--- config.mk ---
export PLATFORM = sky130hd
export DESIGN_NAME = tank_pump_mode_controller_flat
export DESIGN_NICKNAME = d
export VERILOG_FILES = /design/src/hdl/tpmc_pkg.sv /design/src/hdl/tpmc_if.sv /design/src/hdl/tank_pump_mode_controller.sv /design/src/flat_wrapper.sv
export SDC_FILE = /design/constraint.sdc
export NUM_CORES = 1
export LEC_CHECK = 0
export BUFFER_PORTS_ARGS = -buffer_cell sky130_fd_sc_hd__buf_2
export CORE_UTILIZATION = 45
export CTS_CLUSTER_DIAMETER = 200
export DETAILED_ROUTE_END_ITERATION = 8
export PLACE_DENSITY = 0.67
export SETUP_SLACK_MARGIN = 0.15
export SLEW_MARGIN = 20
export SYNTH_ARGS = -nofsm -noshare
export SYNTH_HDL_FRONTEND = slang
export SYNTH_SLANG_ARGS = --single-unit
--- constraint.sdc ---
create_clock -name clk -period 3.8 [get_ports clk]
set_input_delay 0.38 -clock clk [delete_from_list [all_inputs] [get_ports clk]]
set_output_delay 0.38 -clock clk [all_outputs]
set_load 0.05 [all_outputs]
--- src/hdl/tpmc_pkg.sv ---
// Package: shared types, codes and reset values for the tank pump mode controller.
`timescale 1ns / 1ps

package tpmc_pkg;

    // Field widths
    localparam int KindW   = 2;
    localparam int LevelW  = 8;
    localparam int CountW  = 8;
    localparam int StartW  = 4;
    localparam int ModeW   = 3;
    localparam int CfgIdxW = 2;
    localparam int CfgDatW = 8;

    // Register reset values
    localparam logic [LevelW-1:0] PumpThresholdRst = 8'd90;
    localparam logic [CountW-1:0] OffHoldTicksRst  = 8'd20;
    localparam logic [CountW-1:0] FlashTicksRst    = 8'd10;
    localparam logic [StartW-1:0] StartupTicksRst  = 4'd6;

    // Counter saturation value
    localparam logic [CountW-1:0] CountMax = {CountW{1'b1}};

    // Operating modes
    typedef enum logic [ModeW-1:0] {
        MODE_IDLE  = 3'd0,
        MODE_WAIT  = 3'd1,
        MODE_PUMP  = 3'd2,
        MODE_OFF   = 3'd3,
        MODE_FLASH = 3'd4
    } mode_t;

    // Event kinds on the input channel
    typedef enum logic [KindW-1:0] {
        KIND_TICK  = 2'd0,
        KIND_GREEN = 2'd1,
        KIND_RED   = 2'd2
    } kind_t;

    // Configuration register indexes
    localparam logic [CfgIdxW-1:0] REG_PUMP_THRESHOLD = 2'd0;
    localparam logic [CfgIdxW-1:0] REG_OFF_HOLD_TICKS = 2'd1;
    localparam logic [CfgIdxW-1:0] REG_FLASH_TICKS    = 2'd2;
    localparam logic [CfgIdxW-1:0] REG_STARTUP_TICKS  = 2'd3;

    // Lamp and relay drive bits
    typedef struct packed {
        logic blue;
        logic green;
        logic red;
        logic relay;
    } lamps_t;

    // One result transaction
    typedef struct packed {
        lamps_t lamps;
        mode_t  mode;
    } result_t;

endpackage

--- src/hdl/tpmc_if.sv ---
// Interfaces: event input, result output and configuration write channels.
`timescale 1ns / 1ps

interface tpmc_event_if;
    logic                         valid;
    logic                         ready;
    logic [tpmc_pkg::KindW-1:0]   kind;
    logic [tpmc_pkg::LevelW-1:0]  water_level;

    modport source (output valid, kind, water_level, input ready);
    modport sink   (input valid, kind, water_level, output ready);
endinterface

interface tpmc_result_if;
    logic                         valid;
    logic                         ready;
    logic                         relay_on;
    logic                         red_lamp;
    logic                         green_lamp;
    logic                         blue_lamp;
    logic [tpmc_pkg::ModeW-1:0]   current_mode;

    modport source (output valid, relay_on, red_lamp, green_lamp, blue_lamp, current_mode,
                    input ready);
    modport sink   (input valid, relay_on, red_lamp, green_lamp, blue_lamp, current_mode,
                    output ready);
endinterface

interface tpmc_cfg_if;
    logic                          valid;
    logic                          ready;
    logic [tpmc_pkg::CfgIdxW-1:0]  index;
    logic [tpmc_pkg::CfgDatW-1:0]  data;

    modport source (output valid, index, data, input ready);
    modport sink   (input valid, index, data, output ready);
endinterface

--- src/hdl/tank_pump_mode_controller.sv ---
// Top level: five-mode pump controller with a two-entry result buffer.
//
//  Channel   Dir  Payload                                          Transaction
//  in_ch     in   kind, water_level                                valid & ready
//  out_ch    out  relay_on, red_lamp, green_lamp, blue_lamp, mode  valid & ready
//  cfg_ch    in   index, data                                      valid & ready
//
//  The mode step is computed from the state registers and the event; the result is
//  registered on acceptance, in the output register if it is empty or being read,
//  else in the skid register. One event per cycle is accepted while skid is empty.
//  An output register plus a skid register hold up to two results, so in_ch stalls
//  only when both are full. cfg_ch is always ready.
//  Reset (rst_n low, asynchronous) restores idle mode, clears counters and lamps
//  and loads the register defaults.
`timescale 1ns / 1ps

module tank_pump_mode_controller (
    input  logic           clk,
    input  logic           rst_n,
    tpmc_event_if.sink     in_ch,
    tpmc_result_if.source  out_ch,
    tpmc_cfg_if.sink       cfg_ch
);

    // Configuration registers
    logic [tpmc_pkg::LevelW-1:0] pump_threshold_reg;
    logic [tpmc_pkg::CountW-1:0] off_hold_ticks_reg;
    logic [tpmc_pkg::CountW-1:0] flash_ticks_reg;
    logic [tpmc_pkg::StartW-1:0] startup_ticks_reg;

    // Controller state
    tpmc_pkg::mode_t             mode_reg, mode_next;
    logic [tpmc_pkg::CountW-1:0] hold_count_reg, hold_count_next;
    logic [tpmc_pkg::CountW-1:0] flash_count_reg, flash_count_next;
    logic [tpmc_pkg::StartW-1:0] startup_count_reg, startup_count_next;
    tpmc_pkg::lamps_t            lamps_reg, lamps_next;

    // Result buffer
    tpmc_pkg::result_t out_reg, out_next;
    tpmc_pkg::result_t skid_reg, skid_next;
    logic              out_valid_reg, out_valid_next;
    logic              skid_valid_reg, skid_valid_next;

    logic              push;
    logic              pop;
    logic              cfg_write;
    logic              started;
    logic              started_now;
    logic [tpmc_pkg::CountW-1:0] hold_inc;
    logic [tpmc_pkg::CountW-1:0] flash_inc;
    tpmc_pkg::result_t new_result;

    // Handshakes
    assign in_ch.ready  = !skid_valid_reg;
    assign cfg_ch.ready = 1'b1;
    assign push         = in_ch.valid && in_ch.ready;
    assign pop          = out_valid_reg && out_ch.ready;
    assign cfg_write    = cfg_ch.valid && cfg_ch.ready;

    assign started   = startup_count_reg >= startup_ticks_reg;
    assign hold_inc  = (hold_count_reg == tpmc_pkg::CountMax) ? hold_count_reg
                                                              : hold_count_reg + 8'd1;
    assign flash_inc = (flash_count_reg == tpmc_pkg::CountMax) ? flash_count_reg
                                                               : flash_count_reg + 8'd1;

    // Event handling and mode step
    always_comb
    begin
        mode_next          = mode_reg;
        hold_count_next    = hold_count_reg;
        flash_count_next   = flash_count_reg;
        startup_count_next = startup_count_reg;
        lamps_next         = lamps_reg;
        started_now        = started;

        case (tpmc_pkg::kind_t'(in_ch.kind))
            tpmc_pkg::KIND_TICK:
            begin
                // start-up blink
                if (!started)
                begin
                    startup_count_next = startup_count_reg + 4'd1;
                    lamps_next.blue    = !lamps_reg.blue;
                    started_now        = startup_count_next >= startup_ticks_reg;
                end
                if (started_now)
                begin
                    case (mode_reg)
                        tpmc_pkg::MODE_IDLE:
                        begin
                            lamps_next.blue = !lamps_next.blue;
                        end
                        tpmc_pkg::MODE_WAIT:
                        begin
                            lamps_next.relay = 1'b0;
                            lamps_next.red   = 1'b0;
                            lamps_next.blue  = 1'b0;
                            if (in_ch.water_level > pump_threshold_reg)
                                mode_next = tpmc_pkg::MODE_PUMP;
                            else
                                lamps_next.green = !lamps_next.green;
                        end
                        tpmc_pkg::MODE_PUMP:
                        begin
                            lamps_next.relay = 1'b1;
                            lamps_next.green = 1'b1;
                            lamps_next.red   = 1'b0;
                            lamps_next.blue  = 1'b0;
                            if (in_ch.water_level < pump_threshold_reg)
                                mode_next = tpmc_pkg::MODE_WAIT;
                        end
                        tpmc_pkg::MODE_OFF:
                        begin
                            lamps_next.red   = 1'b1;
                            lamps_next.green = 1'b0;
                            lamps_next.blue  = 1'b0;
                            lamps_next.relay = 1'b0;
                            hold_count_next  = hold_inc;
                            if (hold_inc >= off_hold_ticks_reg)
                            begin
                                mode_next        = tpmc_pkg::MODE_FLASH;
                                hold_count_next  = '0;
                                lamps_next.green = 1'b1;
                            end
                        end
                        tpmc_pkg::MODE_FLASH:
                        begin
                            lamps_next.red   = !lamps_next.red;
                            lamps_next.green = !lamps_next.green;
                            flash_count_next = flash_inc;
                            if (flash_inc > flash_ticks_reg)
                            begin
                                mode_next        = tpmc_pkg::MODE_IDLE;
                                flash_count_next = '0;
                                lamps_next.red   = 1'b0;
                                lamps_next.green = 1'b0;
                            end
                        end
                        default:
                        begin
                            mode_next = mode_reg;
                        end
                    endcase
                end
            end
            tpmc_pkg::KIND_GREEN:
            begin
                if (started)
                    mode_next = tpmc_pkg::MODE_WAIT;
            end
            tpmc_pkg::KIND_RED:
            begin
                if (started)
                    mode_next = tpmc_pkg::MODE_OFF;
            end
            default:
            begin
                mode_next = mode_reg;
            end
        endcase

        new_result.lamps = lamps_next;
        new_result.mode  = mode_next;
    end

    // Result buffer: output register with a skid register behind it
    always_comb
    begin
        out_next        = out_reg;
        skid_next       = skid_reg;
        out_valid_next  = out_valid_reg;
        skid_valid_next = skid_valid_reg;
        if (!out_valid_reg || pop)
        begin
            if (skid_valid_reg)
            begin
                out_next        = skid_reg;
                out_valid_next  = 1'b1;
                skid_valid_next = 1'b0;
            end
            else
            begin
                out_next       = new_result;
                out_valid_next = push;
            end
        end
        else if (push)
        begin
            skid_next       = new_result;
            skid_valid_next = 1'b1;
        end
    end

    // Control state and configuration
    always_ff @(posedge clk or negedge rst_n)
    begin
        if (!rst_n)
        begin
            mode_reg           <= tpmc_pkg::MODE_IDLE;
            hold_count_reg     <= '0;
            flash_count_reg    <= '0;
            startup_count_reg  <= '0;
            lamps_reg          <= '0;
            out_valid_reg      <= 1'b0;
            skid_valid_reg     <= 1'b0;
            pump_threshold_reg <= tpmc_pkg::PumpThresholdRst;
            off_hold_ticks_reg <= tpmc_pkg::OffHoldTicksRst;
            flash_ticks_reg    <= tpmc_pkg::FlashTicksRst;
            startup_ticks_reg  <= tpmc_pkg::StartupTicksRst;
        end
        else
        begin
            if (push)
            begin
                mode_reg          <= mode_next;
                hold_count_reg    <= hold_count_next;
                flash_count_reg   <= flash_count_next;
                startup_count_reg <= startup_count_next;
                lamps_reg         <= lamps_next;
            end
            out_valid_reg  <= out_valid_next;
            skid_valid_reg <= skid_valid_next;
            if (cfg_write)
            begin
                case (cfg_ch.index)
                    tpmc_pkg::REG_PUMP_THRESHOLD: pump_threshold_reg <= cfg_ch.data;
                    tpmc_pkg::REG_OFF_HOLD_TICKS: off_hold_ticks_reg <= cfg_ch.data;
                    tpmc_pkg::REG_FLASH_TICKS:    flash_ticks_reg    <= cfg_ch.data;
                    tpmc_pkg::REG_STARTUP_TICKS:
                        startup_ticks_reg <= cfg_ch.data[tpmc_pkg::StartW-1:0];
                    default: pump_threshold_reg <= pump_threshold_reg;
                endcase
            end
        end
    end

    // Result payload registers
    always_ff @(posedge clk)
    begin
        out_reg  <= out_next;
        skid_reg <= skid_next;
    end

    // Output drive
    assign out_ch.valid        = out_valid_reg;
    assign out_ch.relay_on     = out_reg.lamps.relay;
    assign out_ch.red_lamp     = out_reg.lamps.red;
    assign out_ch.green_lamp   = out_reg.lamps.green;
    assign out_ch.blue_lamp    = out_reg.lamps.blue;
    assign out_ch.current_mode = out_reg.mode;

    // Checks
    a_skid_behind_out: assert property (@(posedge clk) disable iff (!rst_n)
        skid_valid_reg |-> out_valid_reg)
        else $error("skid register holds a result while output register is empty");

    a_accept_shows: assert property (@(posedge clk) disable iff (!rst_n)
        (push && !out_valid_reg) |=> (out_valid_reg && out_reg.mode == $past(mode_next)))
        else $error("accepted event did not reach the output register");

    a_flash_entry: assert property (@(posedge clk) disable iff (!rst_n)
        (mode_reg == tpmc_pkg::MODE_FLASH && $past(mode_reg) == tpmc_pkg::MODE_OFF)
            |-> (lamps_reg.red && lamps_reg.green && !lamps_reg.relay))
        else $error("flash mode entered without red and green lit");

endmodule
--- src/flat_wrapper.sv ---
// flat-port wrapper written by rule: the top's interface ports become plain ports
module tank_pump_mode_controller_flat 
  (clk, rst_n, in_ch_valid, in_ch_kind, in_ch_water_level, in_ch_ready, out_ch_valid, out_ch_relay_on, out_ch_red_lamp, out_ch_green_lamp, out_ch_blue_lamp, out_ch_current_mode, out_ch_ready, cfg_ch_valid, cfg_ch_index, cfg_ch_data, cfg_ch_ready);
  tpmc_event_if in_ch_i ();
  tpmc_result_if out_ch_i ();
  tpmc_cfg_if cfg_ch_i ();
  input  logic clk;
  input  logic rst_n;
  input wire logic [$bits(in_ch_i.valid)-1:0] in_ch_valid;
  input wire logic [$bits(in_ch_i.kind)-1:0] in_ch_kind;
  input wire logic [$bits(in_ch_i.water_level)-1:0] in_ch_water_level;
  output wire logic [$bits(in_ch_i.ready)-1:0] in_ch_ready;
  output wire logic [$bits(out_ch_i.valid)-1:0] out_ch_valid;
  output wire logic [$bits(out_ch_i.relay_on)-1:0] out_ch_relay_on;
  output wire logic [$bits(out_ch_i.red_lamp)-1:0] out_ch_red_lamp;
  output wire logic [$bits(out_ch_i.green_lamp)-1:0] out_ch_green_lamp;
  output wire logic [$bits(out_ch_i.blue_lamp)-1:0] out_ch_blue_lamp;
  output wire logic [$bits(out_ch_i.current_mode)-1:0] out_ch_current_mode;
  input wire logic [$bits(out_ch_i.ready)-1:0] out_ch_ready;
  input wire logic [$bits(cfg_ch_i.valid)-1:0] cfg_ch_valid;
  input wire logic [$bits(cfg_ch_i.index)-1:0] cfg_ch_index;
  input wire logic [$bits(cfg_ch_i.data)-1:0] cfg_ch_data;
  output wire logic [$bits(cfg_ch_i.ready)-1:0] cfg_ch_ready;
  assign in_ch_i.valid = in_ch_valid;
  assign in_ch_i.kind = in_ch_kind;
  assign in_ch_i.water_level = in_ch_water_level;
  assign in_ch_ready = in_ch_i.ready;
  assign out_ch_valid = out_ch_i.valid;
  assign out_ch_relay_on = out_ch_i.relay_on;
  assign out_ch_red_lamp = out_ch_i.red_lamp;
  assign out_ch_green_lamp = out_ch_i.green_lamp;
  assign out_ch_blue_lamp = out_ch_i.blue_lamp;
  assign out_ch_current_mode = out_ch_i.current_mode;
  assign out_ch_i.ready = out_ch_ready;
  assign cfg_ch_i.valid = cfg_ch_valid;
  assign cfg_ch_i.index = cfg_ch_index;
  assign cfg_ch_i.data = cfg_ch_data;
  assign cfg_ch_ready = cfg_ch_i.ready;
  tank_pump_mode_controller u_core (.clk(clk), .rst_n(rst_n), .in_ch(in_ch_i), .out_ch(out_ch_i), .cfg_ch(cfg_ch_i));
endmodule
== Word-level counts from Yosys, hierarchy flattened ==
Cells that the tools add are included.

* $add $sub $neg: 3
* Order comparisons: 6
* Eq/ne operators: 11
* Mux-type cells: 29
* Bitwise operators: 2
* Reduce and logical (&&, ||, !) cells: 23

{| class="wikitable"
|+ Operators with widths
! kind !! number
|-
| 8-bit 2-to-1 mux || 4
|-
| 3-bit 2-to-1 mux || 7
|-
| 8-bit by 1-bit adder with 8-bit output (second input constant) || 2
|-
| 8-bit equality test (second input constant) || 2
|-
| 8-bit greater-than comparator || 2
|-
| 3-bit case mux with 4 select lines || 1
|-
| 2-bit AND reduction || 5
|-
| 1-bit 2-to-1 mux || 9
|-
| 3-bit case mux with 3 select lines || 1
|-
| 4-bit greater-or-equal comparator || 2
|-
| 8-bit greater-or-equal comparator || 1
|-
| 8-bit less-than comparator || 1
|-
| 4-bit 2-to-1 mux || 2
|-
| 2-bit case mux with 4 select lines || 1
|-
| 4-bit AND reduction || 2
|-
| 7-bit 2-to-1 mux || 1
|-
| 2-bit equality test (second input constant) || 3
|-
| 3-bit by 2-bit equality test with 1-bit output (second input constant) || 2
|-
| 1-bit zero test || 6
|-
| 4-bit by 1-bit adder with 4-bit output (second input constant) || 1
|-
| 2-bit by 1-bit equality test with 1-bit output (second input constant) || 2
|-
| 2-bit zero test || 2
|-
| 1-bit case mux with 2 select lines || 2
|-
| 3-bit by 1-bit equality test with 1-bit output (second input constant) || 1
|-
| 10 further kinds || 12
|}

* Register bits after elaboration: 71
* Bits of input ports: 25
* Output and inout port bits: 10

== Longest topological paths before layout ==
* Depth after elaboration: 8
* Mapped depth: 13
* Depth with buffers taken out: 12

== Worst setup path after synthesis ==
OpenSTA, ideal clock, no wires.

* Path kind: register -> register
* Start point: register u_core.hold_count_reg[0] (netlist bit)
* End point: register u_core.out_reg (netlist bit u_core.out_ch.current_mode[2]), data pin
* Setup time: 269 ps
* Arrival: 2893 ps
* Setup slack: 638 ps
* Cell stages (with the launch flop): 14
* Path buffers: 1
* Period minus slack after synthesis: 3162 ps
* Path through: dfrtp_1 -> ha_1 -> and4_1 -> nand4_1 -> nand3_1 -> o21a_1 -> ha_1 -> a211oi_1 -> o21ai_0 -> a21oi_1 -> buf_2 -> nor2_1 -> a311oi_1 -> o31ai_1

* Longest elaborated chain between the ends: 8
* Elaborated cells on any way between the ends: 9
* Classes of those cells: 1 x add/sub; 1 x order compare; 1 x eq/ne; 6 x mux

{| class="wikitable"
|+ RTL lines
! what !! line !! RTL
|-
| from (decl) || tank_pump_mode_controller.sv:33 || <nowiki>logic [tpmc_pkg::CountW-1:0] hold_count_reg, hold_count_next;</nowiki>
|-
| from (signal assigned) || tank_pump_mode_controller.sv:216 || <nowiki>hold_count_reg <= hold_count_next;</nowiki>
|-
| 8-bit by 1-bit adder with 8-bit output / 8-bit equality test (equally long branches) || tank_pump_mode_controller.sv:62, tank_pump_mode_controller.sv:61 ||
|-
| 8-bit 2-to-1 mux (*) || tank_pump_mode_controller.sv:61 || <nowiki>assign hold_inc = (hold_count_reg == tpmc_pkg::CountMax) ? hold_count_reg</nowiki>
|-
| 8-bit greater-or-equal comparator (*) || tank_pump_mode_controller.sv:119 || <nowiki>if (hold_inc >= off_hold_ticks_reg)</nowiki>
|-
| 3-bit 2-to-1 mux (*) || tank_pump_mode_controller.sv:119 ||
|-
| 3-bit case mux with 4 select lines (*) || tank_pump_mode_controller.sv:88 || <nowiki>case (mode_reg)</nowiki>
|-
| 3-bit 2-to-1 mux (*) || tank_pump_mode_controller.sv:86 || <nowiki>if (started_now)</nowiki>
|-
| 3-bit case mux with 3 select lines (*) || tank_pump_mode_controller.sv:76 || <nowiki>case (tpmc_pkg::kind_t'(in_ch.kind))</nowiki>
|-
| 7-bit 2-to-1 mux (*) || tank_pump_mode_controller.sv:175 || <nowiki>if (skid_valid_reg)</nowiki>
|-
| to (signal assigned) || tank_pump_mode_controller.sv:240 || <nowiki>out_reg <= out_next;</nowiki>
|-
| to (decl) || tank_pump_mode_controller.sv:39 || <nowiki>tpmc_pkg::result_t out_reg, out_next;</nowiki>
|}

Mark *: on every way between the ends. The rest lies on a longest branch, timed or not.
A chain may end at the register's enable or synchronous reset.

== Final worst setup path ==
* Start point: register u_core.flash_count_reg[3] (netlist bit)
* End point: register u_core.out_reg (netlist bit u_core.out_ch.current_mode[2]), data pin

* Longest elaborated chain between the ends: 8
* Elaborated cells on any way between the ends: 9
* Classes of those cells: 1 x add/sub; 1 x order compare; 1 x eq/ne; 6 x mux

{| class="wikitable"
|+ RTL lines
! what !! line !! RTL
|-
| from (decl) || tank_pump_mode_controller.sv:34 || <nowiki>logic [tpmc_pkg::CountW-1:0] flash_count_reg, flash_count_next;</nowiki>
|-
| from (signal assigned) || tank_pump_mode_controller.sv:217 || <nowiki>flash_count_reg <= flash_count_next;</nowiki>
|-
| 8-bit by 1-bit adder with 8-bit output / 8-bit equality test (equally long branches) || tank_pump_mode_controller.sv:64, tank_pump_mode_controller.sv:63 ||
|-
| 8-bit 2-to-1 mux (*) || tank_pump_mode_controller.sv:63 || <nowiki>assign flash_inc = (flash_count_reg == tpmc_pkg::CountMax) ? flash_count_reg</nowiki>
|-
| 8-bit greater-than comparator (*) || tank_pump_mode_controller.sv:131 || <nowiki>if (flash_inc > flash_ticks_reg)</nowiki>
|-
| 3-bit 2-to-1 mux (*) || tank_pump_mode_controller.sv:131 ||
|-
| 3-bit case mux with 4 select lines (*) || tank_pump_mode_controller.sv:88 ||
|-
| 3-bit 2-to-1 mux (*) || tank_pump_mode_controller.sv:86 ||
|-
| 3-bit case mux with 3 select lines (*) || tank_pump_mode_controller.sv:76 ||
|-
| 7-bit 2-to-1 mux (*) || tank_pump_mode_controller.sv:175 ||
|}

Marks and branches as above.

==> key figures <==
Outcome
  – Status: completed

Routing
  – Post-Route WL: 9986 µm
  – Number of detailed-route iterations in the first pass: 4
  – Via density: 5.519
  – DRT antenna net count: 0
  – DRC Markers: 0
  – Drt wl/cell: 15.60 µm
  – Vias: 3,532
  – Initial drt markers: between 150 and 200

Clock tree
  – Root Driver: clkbuf_8
  – CTS sink cnt: 71
  – Cts bufs inserted: 9
  – CTS tree: yes
  – CTS H-tree lvls: 3
  – Post-CTS Setup Inserts: 0
  – Clock network latency to the later pin of the worst-skew pair: 350 ps
  – Clk slew on worst S/H paths: 80 ps
  – Worst-case clock buffer depth: 2

Setup path
  – Startpoint Class: flip-flop
  – Critical Path Max Stage Delay: 450 ps
  – Slowest cell on crit path: dfrtp_1
  – R2R setup slack: just under 400 ps
  – Critical path endpoint category: flip-flop
  – Critical Path Fanout Max: 8
  – CP cell instances: and4_1, a31oi_2, nand3_1, or2_2, nand2_1, ha_1, nand4_1, nor2_1, a21oi_1, nor2_1, a311oi_1, o31ai_1
  – Critical setup path kind: flip-flop to flip-flop
  – Most frequent CP cell: nor2_1
  – WP data arrival: 3500 ps
  – Required @ worst endpoint: around 3900 ps

Yosys
  – Top FF cell, synth: dfrtp_1
  – Sequential share of the synthesized area: 41.51%
  – Avg Inst Size Synth: roughly 9.5 µm²
  – Cell variety after synth: 62
  – Post-synth EDFFs: 14
  – Ys Warns: 0
  – Mapped Nets: 533
  – Yosys reg bits: 71
  – Post-Synthesis Cells: 473
  – Ys async rst share: ~80%
  – Post-Syn Area: 4479 µm²

STA
  – Post-layout minimum cycle time: 3407 ps
  – Worst slew pin tran: 937.0 ps
  – Final hold vios: 0
  – Slew margin rel.: 37.53%
  – Clock Skew: between 10 and 15 ps
  – PnR worst setup slack: 392.9 ps
  – Period utilization: 89.66%
  – Final setup viols: 0
  – Fmax: just under 300 MHz
  – RSZ-0062 raised after global routing: yes
  – Setup TNS: 0 ps
  – Fin. max-slew vios: 0

Job
  – Max cap viols: 0

Final layout
  – # diodes: 0
  – Final net count: 562
  – Area grow syn2layout: 9.581%
  – Final instance area: 4908 µm²
  – Share of layout cells above drive strength 1: between 10% and 20%
  – FILL cells: about 950

Power and ir drop
  – Worst ir drop on vdd: 0.3065 mV
  – Static Leak: between 2 and 2.5 nW
  – Power density cells: ~680 nW/µm²

Floorplanning
  – Die area: about 10,000 µm²
  – Starting density of the core: 46.04%
  – Core Region: 9729 µm²
  – I/O pins: 35
  – Die width: 101.8 µm
  – Die Y: 101.8 µm
  – Row cnt: 36

Placed design
  – HPWL Detailed: about 7600 µm
  – Port Buffers: 33
  – GPL Wtd Cong: around 0.91
  – Placed cell area: approximately 4700 µm²
  – Worst slack at placement: 383.1 ps

Global routing
  – Tot GR Track Use: between 20% and 30%
  – First-pass GRT wire length: 16,750 µm
  – Initial antenna violation count: 0
  – Vias in the first global route: around 3,500
  – Overflow left after global routing: 0
  – Pin count of the biggest net entering global routing: 42

Hold path
  – Hold WC Path Type: input pin to async pin
metal layers:
metal  GRT usage [%]  part of all wire (%)
met2           34.93                    46
met3           4.279                   3.6
met4           8.250                   2.0
met1           27.97                    48
met5               0                     0
area by class of cell:
type                            instances  area [µm²]  share of cell area, %
Multi-Input combinational cell        351        2395                  48.79
Inverter                               32       120.1                  2.447
Sequential cell                        71        1859                  37.88
Tap cell                              133       166.4                  3.390
Clock inverter                          6       35.03                 0.7137
Clock buffer                           10       137.6                  2.804
Timing Repair Buffer                   37       195.2                  3.977
kinds of logic (layout without fill, tap and decap cells):
| family | after synthesis | after routing | share of synthesized area [%] |
|---|---|---|---|
| and+or+nand+nor | 159 | 159 | 17.12 |
| AOI/OAI and AO/OA | 121 | 121 | 18.13 |
| DFF | 71 | 71 | 41.51 |
| buffers and inverters | 51 | 85 | 5.223 |
| adders and majority gates | 35 | 35 | 9.777 |
| muxes | 24 | 24 | 6.006 |
| xor gates and xnor gates | 11 | 11 | 2.151 |
| other | 1 | 1 | 0.08372 |
placed cells by master (no fill, tap or decap), drive strengths merged, types with 4 or more instances in the layout:
cell type / Yosys / routed
a211oi: 4 / 4
a21oi: 23 / 23
a31oi: 10 / 10
buf: 11 / 37
clkbuf: 8 / 10
clkinv: 1 / 6
dfrtp: 47 / 47
dfstp: 10 / 10
edfxtp: 14 / 14
ha: 35 / 35
inv: 31 / 32
mux2: 23 / 23
nand2: 57 / 57
nand2b: 6 / 6
nand3: 16 / 16
nand4: 9 / 9
nor2: 31 / 31
nor2b: 10 / 10
nor3: 7 / 7
o211ai: 7 / 7
o21a: 6 / 6
o21ai: 39 / 39
o31ai: 7 / 7
or2: 4 / 4
or3: 5 / 5
xnor2: 9 / 9
final timing paths:
path                       depth (start not counted)                            end                          from
max                                               12  u_core.out_ch.current_mode[2]     u_core.flash_count_reg[3]
min                                                1   u_core.pump_threshold_reg[5]                         rst_n
max reg2reg                                       12  u_core.out_ch.current_mode[2]     u_core.flash_count_reg[3]
min reg2reg                                        2   u_core.pump_threshold_reg[1]  u_core.pump_threshold_reg[1]
max in group asynchronous                          2      u_core.flash_ticks_reg[3]                         rst_n
min in group clk                                   3   u_core.pump_threshold_reg[6]                cfg_ch_data[6]
metrics by stage:
stage,utilization [%],hold slack [ps],power [mW],instances
2_1_floorplan,-,84.41,2.446,473
3_3_place_gp,48.59,486.9,2.731,624
3_5_place_dp,48.59,493.3,2.783,624
4_1_cts,50.36,197.0,3.342,640
5_1_grt,50.45,233.8,3.629,640
6_report,50.45,165.4,3.338,640
where the power goes:
part	switching [mW]	internal (mW)	total, mW
logic	0.970	0.600	1.57
registers	0.208	1.02	1.22
clock network	0.293	0.251	0.545
worst max-delay path, delay by kind of cell, from the launching register on:
| kind | cells | cell delay, ps |
|---|---|---|
| DFF | 1 | 450 |
| and+or+nand+nor | 7 | 1220 |
| AOI/OAI and AO/OA | 4 | 1260 |
| adders and majority gates | 1 | 230 |
repair_timing:
item                                    4_1_cts  5_1_grt
endpoints found under the setup margin        0        6
hold buffers                                  0        0
resized for setup                             0        2
cells in the mapped netlist, types with 3 or more instances:
cell | number | area share (%)
nand2b_1 | 6 | 0.84
nor2_1 | 29 | 2.4
a21oi_1 | 23 | 2.6
nor3_1 | 7 | 0.78
mux2_2 | 23 | 5.8
o211ai_1 | 7 | 1.2
o21ai_0 | 37 | 4.1
nor4_1 | 3 | 0.42
dfstp_2 | 10 | 5.9
dfrtp_1 | 47 | 26
a31oi_1 | 9 | 1.3
buf_4 | 4 | 0.67
buf_6 | 3 | 0.75
inv_1 | 31 | 2.6
nor2b_1 | 10 | 1.4
nand4_1 | 9 | 1.3
buf_2 | 4 | 0.45
o31ai_1 | 7 | 1.2
edfxtp_1 | 14 | 9.4
clkbuf_1 | 8 | 0.67
nand2_1 | 57 | 4.8
o22ai_1 | 3 | 0.42
nand3_1 | 16 | 1.8
o21a_1 | 6 | 1.0
ha_1 | 35 | 9.8
xnor2_1 | 9 | 1.8
or3_1 | 5 | 0.70
No activity file was read; power rests on OpenSTA's default activity.
